$ cat config.mk
export PLATFORM = sky130hd
export DESIGN_NAME = lod_select_with_hysteresis
export DESIGN_NICKNAME = d
export VERILOG_FILES = /design/src/rtl/core/lodsel_pkg.sv /design/src/rtl/core/lodsel_pick.sv /design/src/rtl/core/lod_select_with_hysteresis.sv
export SDC_FILE = /design/constraint.sdc
export NUM_CORES = 1
export LEC_CHECK = 0
export BUFFER_PORTS_ARGS = -buffer_cell sky130_fd_sc_hd__buf_4
export CAP_MARGIN = 20
export CORE_AREA = 2 2 194 196
export DETAILED_ROUTE_END_ITERATION = 6
export DIE_AREA = 0 0 196 198
export PLACE_DENSITY = 0.57
export REMOVE_ABC_BUFFERS = 1
export SLEW_MARGIN = 0
export SYNTH_ARGS = -nofsm -noshare
export SYNTH_HDL_FRONTEND = slang
export SYNTH_SLANG_ARGS = --single-unit
export TNS_END_PERCENT = 5
$ cat constraint.sdc
create_clock -name clk_i -period 8 [get_ports clk_i]
set_input_delay 1.6 -clock clk_i [delete_from_list [all_inputs] [get_ports clk_i]]
set_output_delay 1.6 -clock clk_i [all_outputs]
set_load 0.01 [all_outputs]
$ cat src/rtl/core/lodsel_pkg.sv
// Types and constants for the level-of-detail selector
package lodsel_pkg;

  localparam int DistRegs  = 4;
  localparam int DistW     = 24;
  localparam int ViewDistW = 23;
  localparam int CountW    = 4;
  localparam int SysCntW   = 3;
  localparam int LevelW    = 2;
  localparam int CfgIdxW   = 3;
  localparam int CfgDataW  = 24;

  typedef enum logic [CfgIdxW-1:0] {
    CFG_DIST_0   = 3'd0,
    CFG_DIST_1   = 3'd1,
    CFG_DIST_2   = 3'd2,
    CFG_DIST_3   = 3'd3,
    CFG_MARGIN   = 3'd4,
    CFG_SYS_CNT  = 3'd5
  } lod_cfg_idx_e;

  localparam logic [SysCntW-1:0] SysCntMax = SysCntW'(DistRegs);

  typedef struct packed {
    logic signed [DistRegs-1:0][DistW-1:0] lod_thr;
    logic signed [DistW-1:0]               margin;
    logic [SysCntW-1:0]                    sys_cnt;
  } lod_cfg_t;

  typedef struct packed {
    logic [ViewDistW-1:0] view_dist;
    logic [CountW-1:0]    emit_cnt;
    logic [CountW-1:0]    cur_level;
    logic                 tmpl_ok;
    logic                 cam_ok;
  } lod_item_t;

endpackage

$ cat src/rtl/core/lodsel_pick.sv
// Threshold scan and hysteresis decision for one query
module lodsel_pick #(
  parameter int MAX_LEVELS = 4
) (
  input  lodsel_pkg::lod_cfg_t         cfg_i,
  input  lodsel_pkg::lod_item_t        item_i,
  output logic [lodsel_pkg::LevelW-1:0] level_o
);
  import lodsel_pkg::*;

  localparam int Cap = (MAX_LEVELS < DistRegs) ? MAX_LEVELS : DistRegs;
  localparam logic [CountW-1:0] CapCnt = CountW'(Cap);
  localparam int CmpW = DistW + 1;

  logic [CountW-1:0]      cnt;
  logic [CountW-1:0]      cur_cl;
  logic [LevelW-1:0]      sel;
  logic [LevelW-1:0]      cur;
  logic [LevelW-1:0]      nxt;
  logic signed [CmpW-1:0] dist_s;
  logic signed [CmpW-1:0] margin_s;
  logic signed [CmpW-1:0] far_lim;
  logic signed [CmpW-1:0] near_lim;
  logic signed [CmpW-1:0] thr [DistRegs];
  logic signed [CmpW-1:0] prev;
  logic                   stop;
  logic                   skip;

  // element selects of the packed array are unsigned, so sign-extend explicitly
  always_comb begin
    for (int k = 0; k < DistRegs; k++) begin
      thr[k] = CmpW'(signed'(cfg_i.lod_thr[k]));
    end
  end

  assign dist_s = signed'(CmpW'(item_i.view_dist));

  // usable level count
  always_comb begin
    cnt = item_i.emit_cnt;
    if (CountW'(cfg_i.sys_cnt) < cnt) begin
      cnt = CountW'(cfg_i.sys_cnt);
    end
    if (cnt > CapCnt) begin
      cnt = CapCnt;
    end
  end

  assign skip = !item_i.tmpl_ok || !item_i.cam_ok || (item_i.emit_cnt <= CountW'(1)) ||
                (cnt <= CountW'(1));

  // scan ascending thresholds, stop on negative, descending or unreached
  always_comb begin
    sel  = '0;
    prev = thr[0];
    stop = 1'b0;
    for (int k = 1; k < DistRegs; k++) begin
      if (!stop && (CountW'(k) < cnt)) begin
        if (thr[k][CmpW-1] || (thr[k] < prev) || (dist_s < thr[k])) begin
          stop = 1'b1;
        end else begin
          sel  = LevelW'(k);
          prev = thr[k];
        end
      end
    end
  end

  assign cur_cl   = (item_i.cur_level > cnt - CountW'(1)) ? cnt - CountW'(1) : item_i.cur_level;
  assign cur      = cur_cl[LevelW-1:0];
  assign nxt      = cur + LevelW'(1);
  assign margin_s = cfg_i.margin[DistW-1] ? '0 : CmpW'(cfg_i.margin);
  assign far_lim  = thr[nxt] + margin_s;
  assign near_lim = thr[cur] - margin_s;

  always_comb begin
    if (skip) begin
      level_o = '0;
    end else if ((margin_s == '0) || (sel == cur)) begin
      level_o = sel;
    end else if (sel > cur) begin
      level_o = (dist_s < far_lim) ? cur : sel;
    end else begin
      // dist is never negative, so a negative limit always holds
      level_o = (dist_s >= near_lim) ? cur : sel;
    end
  end

endmodule

$ cat src/rtl/core/lod_select_with_hysteresis.sv
// Path: an input transaction is held in the input register, then in the result register.
// Throughput: one transaction per cycle while the output is not stalled; the threshold
// compare tree between the two registers is combinational.
// Input stalls only while both stages hold data and the output is stalled.
// Reset clears valid flags and all configuration registers to zero.
module lod_select_with_hysteresis #(
  parameter int MAX_LEVELS = 4
) (
  input  logic                                   clk_i,
  input  logic                                   rst_ni,
  input  logic                                   cfg_we_i,
  input  logic [lodsel_pkg::CfgIdxW-1:0]         cfg_idx_i,
  input  logic [lodsel_pkg::CfgDataW-1:0]        cfg_wdata_i,
  input  logic                                   in_valid_i,
  output logic                                   in_stall_o,
  input  logic [lodsel_pkg::ViewDistW-1:0]       viewer_distance_i,
  input  logic [lodsel_pkg::CountW-1:0]          emitter_level_count_i,
  input  logic [lodsel_pkg::CountW-1:0]          current_level_i,
  input  logic                                   template_valid_i,
  input  logic                                   camera_valid_i,
  output logic                                   out_valid_o,
  input  logic                                   out_stall_i,
  output logic [lodsel_pkg::LevelW-1:0]          selected_level_o
);
  import lodsel_pkg::*;

  lod_cfg_t          cfg_q;
  lod_item_t         item_q;
  logic              s1_valid_q;
  logic              s2_valid_q;
  logic [LevelW-1:0] level_d;
  logic [LevelW-1:0] level_q;
  logic              advance;
  logic              in_take;

  // configuration registers
  always_ff @(posedge clk_i or negedge rst_ni) begin
    if (!rst_ni) begin
      cfg_q <= '0;
    end else if (cfg_we_i) begin
      case (lod_cfg_idx_e'(cfg_idx_i))
        CFG_DIST_0:  cfg_q.lod_thr[0] <= cfg_wdata_i;
        CFG_DIST_1:  cfg_q.lod_thr[1] <= cfg_wdata_i;
        CFG_DIST_2:  cfg_q.lod_thr[2] <= cfg_wdata_i;
        CFG_DIST_3:  cfg_q.lod_thr[3] <= cfg_wdata_i;
        CFG_MARGIN:  cfg_q.margin     <= cfg_wdata_i;
        CFG_SYS_CNT: begin
          cfg_q.sys_cnt <= (cfg_wdata_i[SysCntW-1:0] > SysCntMax) ? SysCntMax
                                                                  : cfg_wdata_i[SysCntW-1:0];
        end
        default: ;
      endcase
    end
  end

  assign advance    = s1_valid_q && (!s2_valid_q || !out_stall_i);
  assign in_stall_o = s1_valid_q && !advance;
  assign in_take    = in_valid_i && !in_stall_o;

  always_ff @(posedge clk_i or negedge rst_ni) begin
    if (!rst_ni) begin
      s1_valid_q <= 1'b0;
      s2_valid_q <= 1'b0;
    end else begin
      if (in_take) begin
        s1_valid_q <= 1'b1;
      end else if (advance) begin
        s1_valid_q <= 1'b0;
      end
      if (advance) begin
        s2_valid_q <= 1'b1;
      end else if (!out_stall_i) begin
        s2_valid_q <= 1'b0;
      end
    end
  end

  always_ff @(posedge clk_i) begin
    if (in_take) begin
      item_q.view_dist <= viewer_distance_i;
      item_q.emit_cnt  <= emitter_level_count_i;
      item_q.cur_level <= current_level_i;
      item_q.tmpl_ok   <= template_valid_i;
      item_q.cam_ok    <= camera_valid_i;
    end
    if (advance) begin
      level_q <= level_d;
    end
  end

  lodsel_pick #(
    .MAX_LEVELS(MAX_LEVELS)
  ) u_pick (
    .cfg_i   (cfg_q),
    .item_i  (item_q),
    .level_o (level_d)
  );

  assign out_valid_o      = s2_valid_q;
  assign selected_level_o = level_q;

endmodule

; ---- Yosys cells after proc, flatten, opt, wreduce, memory -nomap -nowiden
; Index checks and enable logic that the tools add are counted.
[totals]
wordCells = 113
memories = 0
regBits = 160
ram_bits = 0
rom_bits = 0
latchBits = 0
output_inout_bits = 4
in_bits = 65
[op_classes]
n_shift = 0
n_lt_le_gt_ge = 20
muxes = 33
n_bitwise = 2
eq_ne = 7
mul = 0
div = 0
add_sub_neg = 4
reduce_logical = 33
[ops]
columns = operator, n
row1 = 25-bit 2-to-1 mux, 8
row2 = 25-bit binary-select mux with 2-bit select, 2
row3 = 24-bit < comparator, 4
row4 = 24-bit by 25-bit < comparator with 1-bit output, 3
row5 = 25-bit adder, 1
row6 = 24-bit by 25-bit >= comparator with 1-bit output, 1
row7 = 25-bit logical NOT, 1
row8 = 25-bit subtractor, 1
row9 = 23-bit 2-to-1 mux, 1
row10 = 2-bit 2-to-1 mux, 10
row11 = 2-bit AND reduction, 6
row12 = 1-bit logical OR, 11
row13 = 1-bit 2-to-1 mux, 9
row14 = "4-bit by 1-bit less-or-equal comparator with 1-bit output, second input constant", 2
row15 = 1-bit logical NOT, 8
row16 = "2-bit by 4-bit < comparator with 1-bit output, first input constant", 2
row17 = 4-bit 2-to-1 mux, 2
row18 = "3-bit by 2-bit == test with 1-bit output, second input constant", 2
row19 = "3-bit == test, second input constant", 2
row20 = "3-bit >= comparator, second input constant", 2
row21 = 2-bit inverter with 3-bit output, 2
row22 = 1-bit logical AND, 5
row23 = "4-bit by 3-bit greater-than comparator with 1-bit output, second input constant", 1
row24 = 4-bit greater-than comparator, 1
row25 = other kinds (12), 12

; ---- Longest topological paths before layout
; Gate-level depths: netlist of run 1.
[logic_depth]
ltp_word = 19
ltp_mapped = 48
ltp_nobuf = 45

; ---- Hierarchy
; From an unflattened synthesis of run 1, not the netlist that was laid out.
[hier_totals]
hier_cells = 1610
area_unflattened_um2 = 14797.9
[modules_own_cells]
columns = module, n_inst, area_per_inst_um2, cells_per_inst, seq_area_each_um2
row1 = lodsel_pick, 1, 8858.5, 1300, 0.0
row2 = lod_select_with_hysteresis, 1, 5939.4, 310, 4179.0

; ---- Least setup slack after synthesis of run 1
; OpenSTA, ideal clock, no wires.
[synth_path]
kind = reg2reg
start = register cfg_q[2] (netlist name)
end = register level_q[1] (netlist: selected_level_o[1]), data pin
required_ns = 7.746
n_path_buf = 2
slack_ns = -0.826
setup_time_ns = 0.254
path_stages_with_launch = 46
arrival_ns = 8.573
period_less_slack_ns = 8.826
path_cell_list = dfrtp_1 -> ha_1 -> a21o_1 -> a31oi_1 -> nor2_2 -> mux2_2 -> nor2_1 -> inv_1 -> ha_1 -> nor2_1 -> nor2_1 -> a211oi_2 -> buf_2 -> buf_1 -> a21oi_1 -> ha_1 -> nand3_2 -> or3_4 -> [... 10 more ...] -> a21o_1 -> a2111oi_0 -> o21bai_1 -> a21boi_0 -> o21a_1 -> o31a_1 -> a221oi_1 -> nor2_1 -> ha_1 -> nor2b_1 -> o21ai_0 -> o221ai_1 -> nor2_1 -> a22oi_1 -> a211o_1 -> o211a_1 -> and3_1 -> a21o_1
[synth_between]
elab_chain_len = 19
word_cells_on_any_way = 53
cone_classes = add/sub: 4 / order compare: 12 / eq/ne: 1 / mux: 24 / bitwise: 2 / reduce/logical: 10
[synth_rtl]
columns = element, line
row1 = start: declaration, lod_select_with_hysteresis.sv:27  ; lod_cfg_t cfg_q;
row2 = 3-bit by 4-bit < comparator with 1-bit output, lodsel_pick.sv:41  ; if (CountW'(cfg_i.sys_cnt) < cnt) begin
row3 = 4-bit 2-to-1 mux *, lodsel_pick.sv:41
row4 = 4-bit by 3-bit greater-than comparator with 1-bit output, lodsel_pick.sv:44  ; if (cnt > CapCnt) begin
row5 = 4-bit 2-to-1 mux *, lodsel_pick.sv:44
row6 = branches (longest 15 deep; another with 25-bit adder), -
row7 = end signal: assignment, lod_select_with_hysteresis.sv:87  ; level_q <= level_d;
row8 = end: declaration, lod_select_with_hysteresis.sv:32  ; logic [LevelW-1:0] level_q;
; Mark *: on every way between the ends. The select of a mux whose other input is x is not followed.
; A chain may end at the register's enable or synchronous reset.

; ---- Final worst setup path of run 1
[layout_path]
start = register cfg_q[60] (netlist name)
end = register level_q[1] (netlist: selected_level_o[1]), data pin
[layout_between]
elab_chain_len = 18
word_cells_on_any_way = 45
cone_classes = add/sub: 2 / order compare: 7 / eq/ne: 1 / mux: 24 / reduce/logical: 11
[layout_rtl]
columns = element, line
row1 = 24-bit < comparator, lodsel_pick.sv:59  ; if (thr[k][CmpW-1] || (thr[k] < prev) || (dist_s < thr[k])) begin
row2 = 1-bit logical OR (2 in a row), lodsel_pick.sv:59
row3 = 25-bit 2-to-1 mux, lodsel_pick.sv:59
row4 = 25-bit 2-to-1 mux, lodsel_pick.sv:58  ; if (!stop && (CountW'(k) < cnt)) begin
row5 = 24-bit by 25-bit < comparator with 1-bit output, lodsel_pick.sv:59
row6 = 1-bit logical OR (2 in a row), lodsel_pick.sv:59
row7 = 25-bit 2-to-1 mux, lodsel_pick.sv:59
row8 = 25-bit 2-to-1 mux, lodsel_pick.sv:58
row9 = 24-bit by 25-bit < comparator with 1-bit output, lodsel_pick.sv:59
row10 = 1-bit logical OR (2 in a row), lodsel_pick.sv:59
row11 = 2-bit 2-to-1 mux, lodsel_pick.sv:59
row12 = 2-bit 2-to-1 mux, lodsel_pick.sv:58
row13 = "2-bit greater-than comparator, or another cell as far along", lodsel_pick.sv:81  ; end else if (sel > cur) begin
row14 = 2-bit 2-to-1 mux / 1-bit logical OR (equally long branches), "lodsel_pick.sv:81, lodsel_pick.sv:79"
row15 = 2-bit 2-to-1 mux *, lodsel_pick.sv:79  ; end else if ((margin_s == '0) || (sel == cur)) begin
; Mark *: on every way between the ends. The rest lies on a longest branch, timed or not. The select of a mux whose other input is x is not followed.

==> results of run 1 <==
-- per-layer routing --
| metal | track usage [%] | up-vias | part of all wire [%] |
|---|---|---|---|
| li1 | - | 6643 | - |
| met1 | 35.04 | 6509 | 46 |
| met2 | 43.90 | 357 | 46 |
| met3 | 4.820 | 73 | 5.4 |
| met4 | 9.259 | 2 | 2.9 |
| met5 | 0 | - | 0.026 |
-- through the flow --
step	hold WS, ns	cells	total power, mW
after global placement	0.4503	2413	5.292
after detailed placement	0.4625	2413	5.343
after floorplan	0.4434	1629	3.686
after global routing	0.5113	2467	7.027
final	0.4751	2468	6.495
after CTS	0.4791	2462	6.396
-- layout by cell type (no fill, tap or decap), types with 8 or more instances in the layout --
master / count
buf_4: 315
ha_1: 216
o21ai_0: 162
nor2_1: 159
inv_1: 142
nand2_1: 128
dfrtp_1: 125
a21oi_1: 122
mux2_2: 55
a21o_1: 50
nand2b_1: 37
edfxtp_1: 35
nand4_1: 30
a211oi_1: 30
o21a_1: 22
ha_4: 21
xnor2_1: 19
clkbuf_16: 18
nor2b_1: 15
xor2_1: 15
o211ai_1: 13
nor3_1: 13
a21oi_2: 12
mux2_1: 12
nand3_1: 11
nor4_1: 10
mux2i_1: 8
o21ai_1: 8
a21boi_0: 8
buf_6: 8
-- logic make-up after synthesis --
kind of cell / Yosys count / synth area share, %
muxes: 84 / 6.546
buffers and inverters: 197 / 5.230
and+or+nand+nor: 462 / 14.97
DFF: 160 / 28.92
xor gates and xnor gates: 35 / 2.121
adders and majority gates: 239 / 20.80
AOI/OAI and AO/OA: 504 / 21.41
-- final cells by class --
cell class	instances	area (µm²)	share of cell area (%)
multi-input cells	1324	10160	54.35
inverters	145	544.3	2.912
diodes	1	2.502	0.01339
repair buffers	332	2640	14.12
clock inverters	13	110.1	0.5891
well taps	474	593.1	3.173
flip-flops and latches	160	4179	22.36
clock buffers	19	464.2	2.483
-- timing repair --
item | CTS | global route
cloned | 2 | 0
hold buffers | 0 | 0
endpoints found under the setup margin | 2 | 2
resized for setup | 86 | 29
pin swaps | 44 | 19
setup buffers | 15 | 5
-- worst max-delay path by stage --
stage | to | slack, ns | cells past startpoint
final | selected_level_o[1] | -0.89 | 47
after global routing | selected_level_o[1] | -1.17 | 47
after CTS | selected_level_o[1] | -0.83 | 44
after detailed placement | selected_level_o[1] | -1.66 | 43
after global placement | selected_level_o[1] | -1.43 | 44
after floorplan | selected_level_o[0] | -4.10 | 38
-- worst max-delay path: cells and delay by family (launching register included) --
kind	cells	cell delay (ns)
AND/OR/NAND/NOR	9	1.79
buffers and inverters	10	1.40
adder cells (fa/ha/maj)	4	0.99
flip-flops	1	0.38
AO/OA/AOI/OAI	23	3.75
multiplexers	1	0.30
-- state kept, by name (all words and copies together) (netlist names) --
register          count
cfg_q               123
s1_valid_q            1
item_q               33
out_valid_o           1
selected_level_o      2
-- power by group through the flow --
| stage | logic, mW | clock network, mW | registers, mW |
|---|---|---|---|
| 4_1_cts | 4.44 | 0.845 | 1.11 |
| 2_1_floorplan | 2.60 | 0 | 1.08 |
| 5_1_grt | 5.02 | 0.870 | 1.13 |
| 6_report | 4.55 | 0.828 | 1.12 |
| 3_3_place_gp | 4.17 | 0 | 1.12 |
| 3_5_place_dp | 4.22 | 0 | 1.12 |
==> results.cfg, run 1 <==
[worst_setup_path]
crit_type = flip-flop to flip-flop
reg2reg_to = selected_level_o[1]
worstReg2RegStart = cfg_q[60]
cp-start-kind = flip-flop
endpoint_kind = flip-flop
worstPathMaxFanout = 7
critPathSlowestCell = or4_4
rrSetupSlack_ns = -0.89
cp.arrival_ns = 9.11
ff2ff_path_depth = 47
slowest_delay_ns = 0.48
cp.required_ns = 8.23
crit_top_cell = buf_4
critPathLaunch = cfg_q[60]

[placement]
dp_slack_ns = -1.658
port_buffers = 68
dpl.hpwl_um = 40040
gp_congestion = 0.9532
placed_area_um2 = 17260

[floorplan]
die_y_um = 198
io_pins = 69
row_count = 71
design.die.area_um2 = 38810
die_width_um = 196
core_um2 = 36960
initial_core_util_pct = 39.10

[power_and_ir_drop]
switchingPower_mw = 2.956
p_seq_share_pct = 17.2
power_frac_clock_pct = 12.8
power_density_nw_per_um2 = 347.5
ir_worst_vdd_mv = 0.1924
p_comb_share_pct = 70.0
switching_share_pct = 45.52
internal_power_mw = 3.538
leakage_nw = 8.771

[run_status]
status = complete, but fails checks
violations = negative setup slack

[synthesis]
synthArstFlopShare_pct = 78.13
synth.top_cell.area_share_pct = 21.65
avgSynthCellArea_um2 = 8.596
yosys-top-cells-count = ha_1 (237), o21ai_0 (171), nor2_1 (167)
synth_area_leaders = dfrtp_1 (22%), ha_1 (21%), edfxtp_1 (7.3%)
postSynthCellCount = 1681
yosys_register_bits = 160
synth_edf_count = 35
yosys.area.top_type = dfrtp_1
ys_types = 76
yosys_warnings = 0
netlist_area_um2 = 14450
yosys_most_used_dff = dfrtp_1
synth.most_common_cell = ha_1
synth-seq-area-share_pct = 28.92

[cts]
clock_sinks = 160
root_buffer = clkbuf_16
cts_max_level = 4
numCtsBuffers = 17
cts.path.max_buffers = 2
cts_tree = done
clk_latency_ns = 0.47
clk_pin_slew_worst_paths_ns = 0.08

[sta]
fin_crit_sh_pct = 111.1
fin_crit_ns = 8.886
finClkSkew_ns = 0.009324
max_freq_mhz = 112.5
setup_violations = 2
tightest_slew_ns = 1.026
worst_slack_ns = -0.8859
slew_viol_final = 0
slew_headroom_pct = 31.59
fin_tns_setup_ns = -1.722
rsz0062_at_grt = true
hold_viol = 0

[cells_and_area]
fin_area_um2 = 18690
fillers = 3535
layout.core_utilization_pct = 50.58
drive_gt1_share_pct = 26.19
area_growth_pct = 29.35
final_nets = 2284

[routing]
drt-initial-drc-count = 717
ant_nets = 0
routed_wl_um = 50390
routed_via_density = 5.504
vias = 13580
dr.pass1.iters = 5
wl_per_cell_um = 20.42
drcViolationCount = 0

[global_routing]
grt_start_max_net_pins = 70
grt_pass1_wl_um = 78120
gr-total-overflow = 0
grt_pass1_vias = 13750
grt_antenna_before_repair = 1
grt.total_usage_pct = 26.60

[run]
maxCapViolCount = 0

[hold_path]
hp-class = flip-flop to flip-flop
hold_start = s1_valid_q
worstHoldEndpoint = out_valid_o
hold_path_depth = 1
No activity file was read; power rests on OpenSTA's default activity.
==> run 2: changes to the inputs <==
REMOVE_ABC_BUFFERS = default   (was 1)
==> run 2 against run 1 <==
The run still ends with negative setup slack left. Die area did not move. Wire length grew 6.1%. Total power is 1.1% higher. Register-to-register slack lost 0.02 ns. Hold slack improved by 0.0055 ns. Highest routed layer is now met4.
==> results.cfg, run 2 (synthesized netlist as in run 1, its figures left out) <==
[run_status]
status = complete, but fails checks
violations = negative setup slack

[cts]
root_buffer = clkbuf_16
cts_max_level = 4
numCtsBuffers = 17
clock_sinks = 160
cts_tree = done
clk_pin_slew_worst_paths_ns = 0.08
clk_latency_ns = 0.48
cts.path.max_buffers = 2

[placement]
dpl.hpwl_um = 43130
port_buffers = 68
dp_cells = 2425
gp_congestion = 0.9560

[cells_and_area]
largest_reg_flops = 123
fillers = 3448
layout_common_cells = buf_4 (320), ha_1 (218), nor2_1 (162), o21ai_0 (159), inv_1 (134)
layout.core_utilization_pct = 50.85
final_cells = 2475
antenna_cells = 0
area_growth_pct = 30.04
final_common_cell = buf_4
final_nets = 2292
largest-register = cfg_q
drive_gt1_share_pct = 27.24

[worst_setup_path]
slowest_delay_ns = 0.56
endpoint_kind = flip-flop
crit_top_cell = buf_6
critPathSlowestCell = or4_4
cp.required_ns = 8.24
rrSetupSlack_ns = -0.90
worstPathMaxFanout = 7
cp.arrival_ns = 9.15
crit_type = flip-flop to flip-flop
cp-start-kind = flip-flop

[global_routing]
grt_pass1_wl_um = 81990
grt_pass1_vias = 13790
grt_start_max_net_pins = 65
grt_antenna_before_repair = 0
gr-total-overflow = 0
grt.total_usage_pct = 28.37

[sta]
max_freq_mhz = 112.3
slew_headroom_pct = 32.02
fin_crit_sh_pct = 111.3
hold_viol = 0
finClkSkew_ns = 0.01392
tightest_slew_ns = 0.9940
slew_viol_final = 0
setup_violations = 2
worst_slack_ns = -0.9026
fin_crit_ns = 8.903
rsz0062_at_grt = true

[routing]
ant_nets = 0
routed_via_density = 5.511
drt-initial-drc-count = 900
routed_wl_um = 53440
vias = 13640
wl_per_cell_um = 21.59
drcViolationCount = 0
dr.pass1.iters = 5

[run]
maxCapViolCount = 0

[synthesis]
syn-num-nets = 1985

[floorplan]
die_y_um = 198
design.die.area_um2 = 38810
initial_core_util_pct = 39.10
die_width_um = 196
io_pins = 69
core_um2 = 36960
row_count = 71

[hold_path]
hp-class = flip-flop to flip-flop

[power_and_ir_drop]
power_density_nw_per_um2 = 349.5
leakage_nw = 8.820
total_power_mw = 6.568
ir_worst_vdd_mv = 0.1944
==> run 2: cell types whose count changed in the layout (fill, tap and decap cells not counted), sizes merged <==
cell	previous run	this run
buf	332	340
clkinvlp	0	2
diode	1	0
inv	155	153
==> run 2: where the power goes <==
group          switching [mW]  leakage, nW  internal (mW)
sequential              0.129         1.85          0.982
combinational            2.47         6.69           2.15
clock                   0.403        0.280          0.426
==> run 2: per-stage QoR <==
stage / hold slack (ns) / TNS [ns] / worst slack [ns] / area (µm²)
global route: 0.5000 / -2.311 / -1.197 / 18790
CTS: 0.4923 / -1.257 / -0.6559 / 18620
detailed placement: 0.4809 / -2.980 / -1.516 / 17600
global placement: 0.4519 / -2.579 / -1.312 / 17600
floorplan: 0.4434 / -0.2256 / -0.1462 / 14690
finish: 0.4806 / -1.747 / -0.9026 / 18790
==> run 2: per-layer routing <==
metal / GRT usage (%) / up-vias / part of all wire, %
met5: 0 / - / 0
met4: 13.92 / 0 / 4.4
met3: 3.100 / 88 / 3.5
met2: 48.50 / 333 / 48
met1: 35.77 / 6539 / 44
li1: - / 6679 / -
==> run 2: timing repair <==
item	CTS	global route
pin swaps	30	44
buffers inserted	10	8
hold buffers	0	0
setup endpoints to repair	2	2
endpoints found under the hold margin	0	0
gates cloned	3	0
resized for setup	71	25
==> run 2: layout make-up <==
class                   instances  area (µm²)  area share, %
flip-flops and latches        160        4179          22.24
inverters                     145       544.3          2.897
well taps                     474       593.1          3.156
clock buffers                  19       452.9          2.410
multi-input cells            1324       10170          54.12
repair buffers                340        2733          14.54
clock inverters                13       120.1         0.6392
==> run 2: worst max-delay path, delay by kind of cell, from the launching register on <==
kind,cells,cell delay [ns]
DFF,1,0.43
buffers and inverters,7,1.00
adders and majority gates,4,0.93
muxes,1,0.31
AOI/OAI and AO/OA,24,3.74
and+or+nand+nor,10,2.22
==> run 2: final timing paths <==
kind | from | end | depth (start not counted)
max reg2reg | cfg_q[72] | selected_level_o[1] | 46
min reg2reg | s1_valid_q | out_valid_o | 1
min in group asynchronous | rst_ni | cfg_q[51] | 1
max | cfg_q[72] | selected_level_o[1] | 46
max in group asynchronous | rst_ni | cfg_q[115] | 2
min | s1_valid_q | out_valid_o | 1
==> run 3: changes to the inputs <==
CORE_AREA = 2 2 183 185   (was 2 2 194 196)
DIE_AREA = 0 0 185 187   (was 0 0 196 198)
PLACE_DENSITY = 0.61   (was 0.57)
TNS_END_PERCENT = default   (was 5)
clock period = 8.81 ns   (was 8 ns; I/O delays follow)
==> run 3 against run 2 <==
The run now ends clean. Combinational power down 14%. Core utilization up 4.6 points. Hold slack better by 0.0024 ns. Critical path type unchanged. Largest cell class unchanged. Largest power group unchanged.
==> results.cfg, run 3 (synthesized netlist as in run 1, its figures left out) <==
[worst_setup_path]
path_buf_inv = 6
worstPathMaxFanout = 15
cp_top_family = compound AO/OA/AOI/OAI gates
cp.required_ns = 9.03
cp-start-kind = flip-flop
critPathSlowestCell = or4_4
worstReg2RegStart = item_q[8]
slowest_delay_ns = 0.54
rrSetupSlack_ns = 0.05
ff2ff_path_depth = 45
cp.arrival_ns = 8.98
crit_type = flip-flop to flip-flop
reg2reg_to = selected_level_o[1]
endpoint_kind = flip-flop

[sta]
tightest_slew_ns = 0.7883
fin_crit_sh_pct = 99.44
slew_headroom_pct = 47.44
max_freq_mhz = 114.1
fin_crit_ns = 8.761
setup_violations = 0
finClkSkew_ns = 0.01376
worst_slack_ns = 0.04903
slew_viol_final = 0
hold_viol = 0
rsz0062_at_grt = true

[cts]
clock_sinks = 160
numCtsBuffers = 17
cts_max_level = 4
clk_latency_ns = 0.47
root_buffer = clkbuf_16
clk_pin_slew_worst_paths_ns = 0.07
cts_hold_buf = 0
cts_tree = done
cts.path.max_buffers = 2

[floorplan]
core_um2 = 32860
die_width_um = 185
initial_core_util_pct = 43.97
design.die.area_um2 = 34600
io_pins = 69
die_y_um = 187
row_count = 67

[cells_and_area]
final_nets = 2235
area_growth_pct = 26.08
area.sequential_um2 = 4179
layout_common_cells = buf_4 (266), ha_1 (220), nor2_1 (159), o21ai_0 (157), inv_1 (138)
fillers = 3073
fin_area_um2 = 18220
final_cells = 2392
drive_gt1_share_pct = 24.90
antenna_cells = 0
multi_input_area_um2 = 10110
final_common_cell = buf_4
largest_reg_flops = 123
largest-register = cfg_q

[run]
maxCapViolCount = 0

[routing]
wl_per_cell_um = 21.63
drt-initial-drc-count = 986
ant_nets = 0
vias = 13580
dr.pass1.iters = 7
drcViolationCount = 0
routed_wl_um = 51750
routed_via_density = 5.677

[global_routing]
grt_pass1_vias = 13440
grt_antenna_before_repair = 0
grt_start_max_net_pins = 64
grt_pass1_wl_um = 78160
gr-total-overflow = 0
grt.total_usage_pct = 30.34

[power_and_ir_drop]
p_comb_share_pct = 69.5
p_seq_share_pct = 17.4
power_frac_clock_pct = 13.0
leakage_nw = 8.492
total_power_mw = 5.754
switching_share_pct = 46.68
ir_worst_vdd_mv = 0.1691
internal_power_mw = 3.068
switchingPower_mw = 2.686
power_density_nw_per_um2 = 315.8

[run_status]
status = complete, no violations

[hold_path]
hp-class = flip-flop to flip-flop
hold_path_depth = 1
worstHoldEndpoint = out_valid_o
hold_start = s1_valid_q

[placement]
dp_slack_ns = -0.6850
port_buffers = 68
gp_congestion = 0.9686
dp_cells = 2331
placed_area_um2 = 16810
dpl.hpwl_um = 40920

[synthesis]
syn-num-nets = 1985
[run 3: cell type report]
type / count / share of cell area [%]
multi-input combinational: 1324 / 55.48
sequential: 160 / 22.94
timing repair buffer: 283 / 12.36
tap: 448 / 3.077
inverter: 145 / 3.056
clock buffer: 17 / 2.335
clock inverter: 15 / 0.7554
[run 3: stage by stage]
| step | setup TNS [ns] | utilization, % | hold WS (ns) |
|---|---|---|---|
| floorplan | 0 | - | 0.4434 |
| global placement | -0.8137 | 51.15 | 0.4504 |
| detailed placement | -1.316 | 51.15 | 0.4693 |
| CTS | -0.02547 | 53.61 | 0.4905 |
| global route | -0.5889 | 55.44 | 0.4938 |
| finish | 0 | 55.44 | 0.4830 |
[run 3: repair_timing]
action,in CTS,in global routing
buffers inserted,5,23
endpoints found under the setup margin,2,2
cloned,1,1
resized for setup,40,93
pin swaps,19,51
[run 3: per-layer routing]
layer,vias up,routed length (µm),share of wire [%],track usage [%]
met5,-,0,0,0
met4,0,3011,5.8,16.42
met3,121,2487,4.8,4.459
met2,426,24430,47,50.26
met1,6476,21820,42,37.90
li1,6557,-,-,-
[run 3: worst max-delay path by stage]
stage               slack, ns      start  depth (start not counted)                  end
floorplan                0.05   cfg_q[2]                         46  selected_level_o[1]
finish                   0.05  item_q[8]                         45  selected_level_o[1]
detailed placement      -0.69  item_q[8]                         47  selected_level_o[1]
CTS                     -0.03  cfg_q[60]                         45  selected_level_o[1]
global route            -0.31  item_q[8]                         44  selected_level_o[1]
global placement        -0.44  cfg_q[55]                         42  selected_level_o[1]
[run 3: power by group through the flow]
stage / combinational [mW] / sequential, mW / clock, mW
global placement: 3.56 / 1.01 / 0
floorplan: 2.38 / 0.982 / 0
finish: 4.00 / 1.00 / 0.749
global route: 4.39 / 1.02 / 0.798
CTS: 3.71 / 0.999 / 0.765
detailed placement: 3.61 / 1.01 / 0
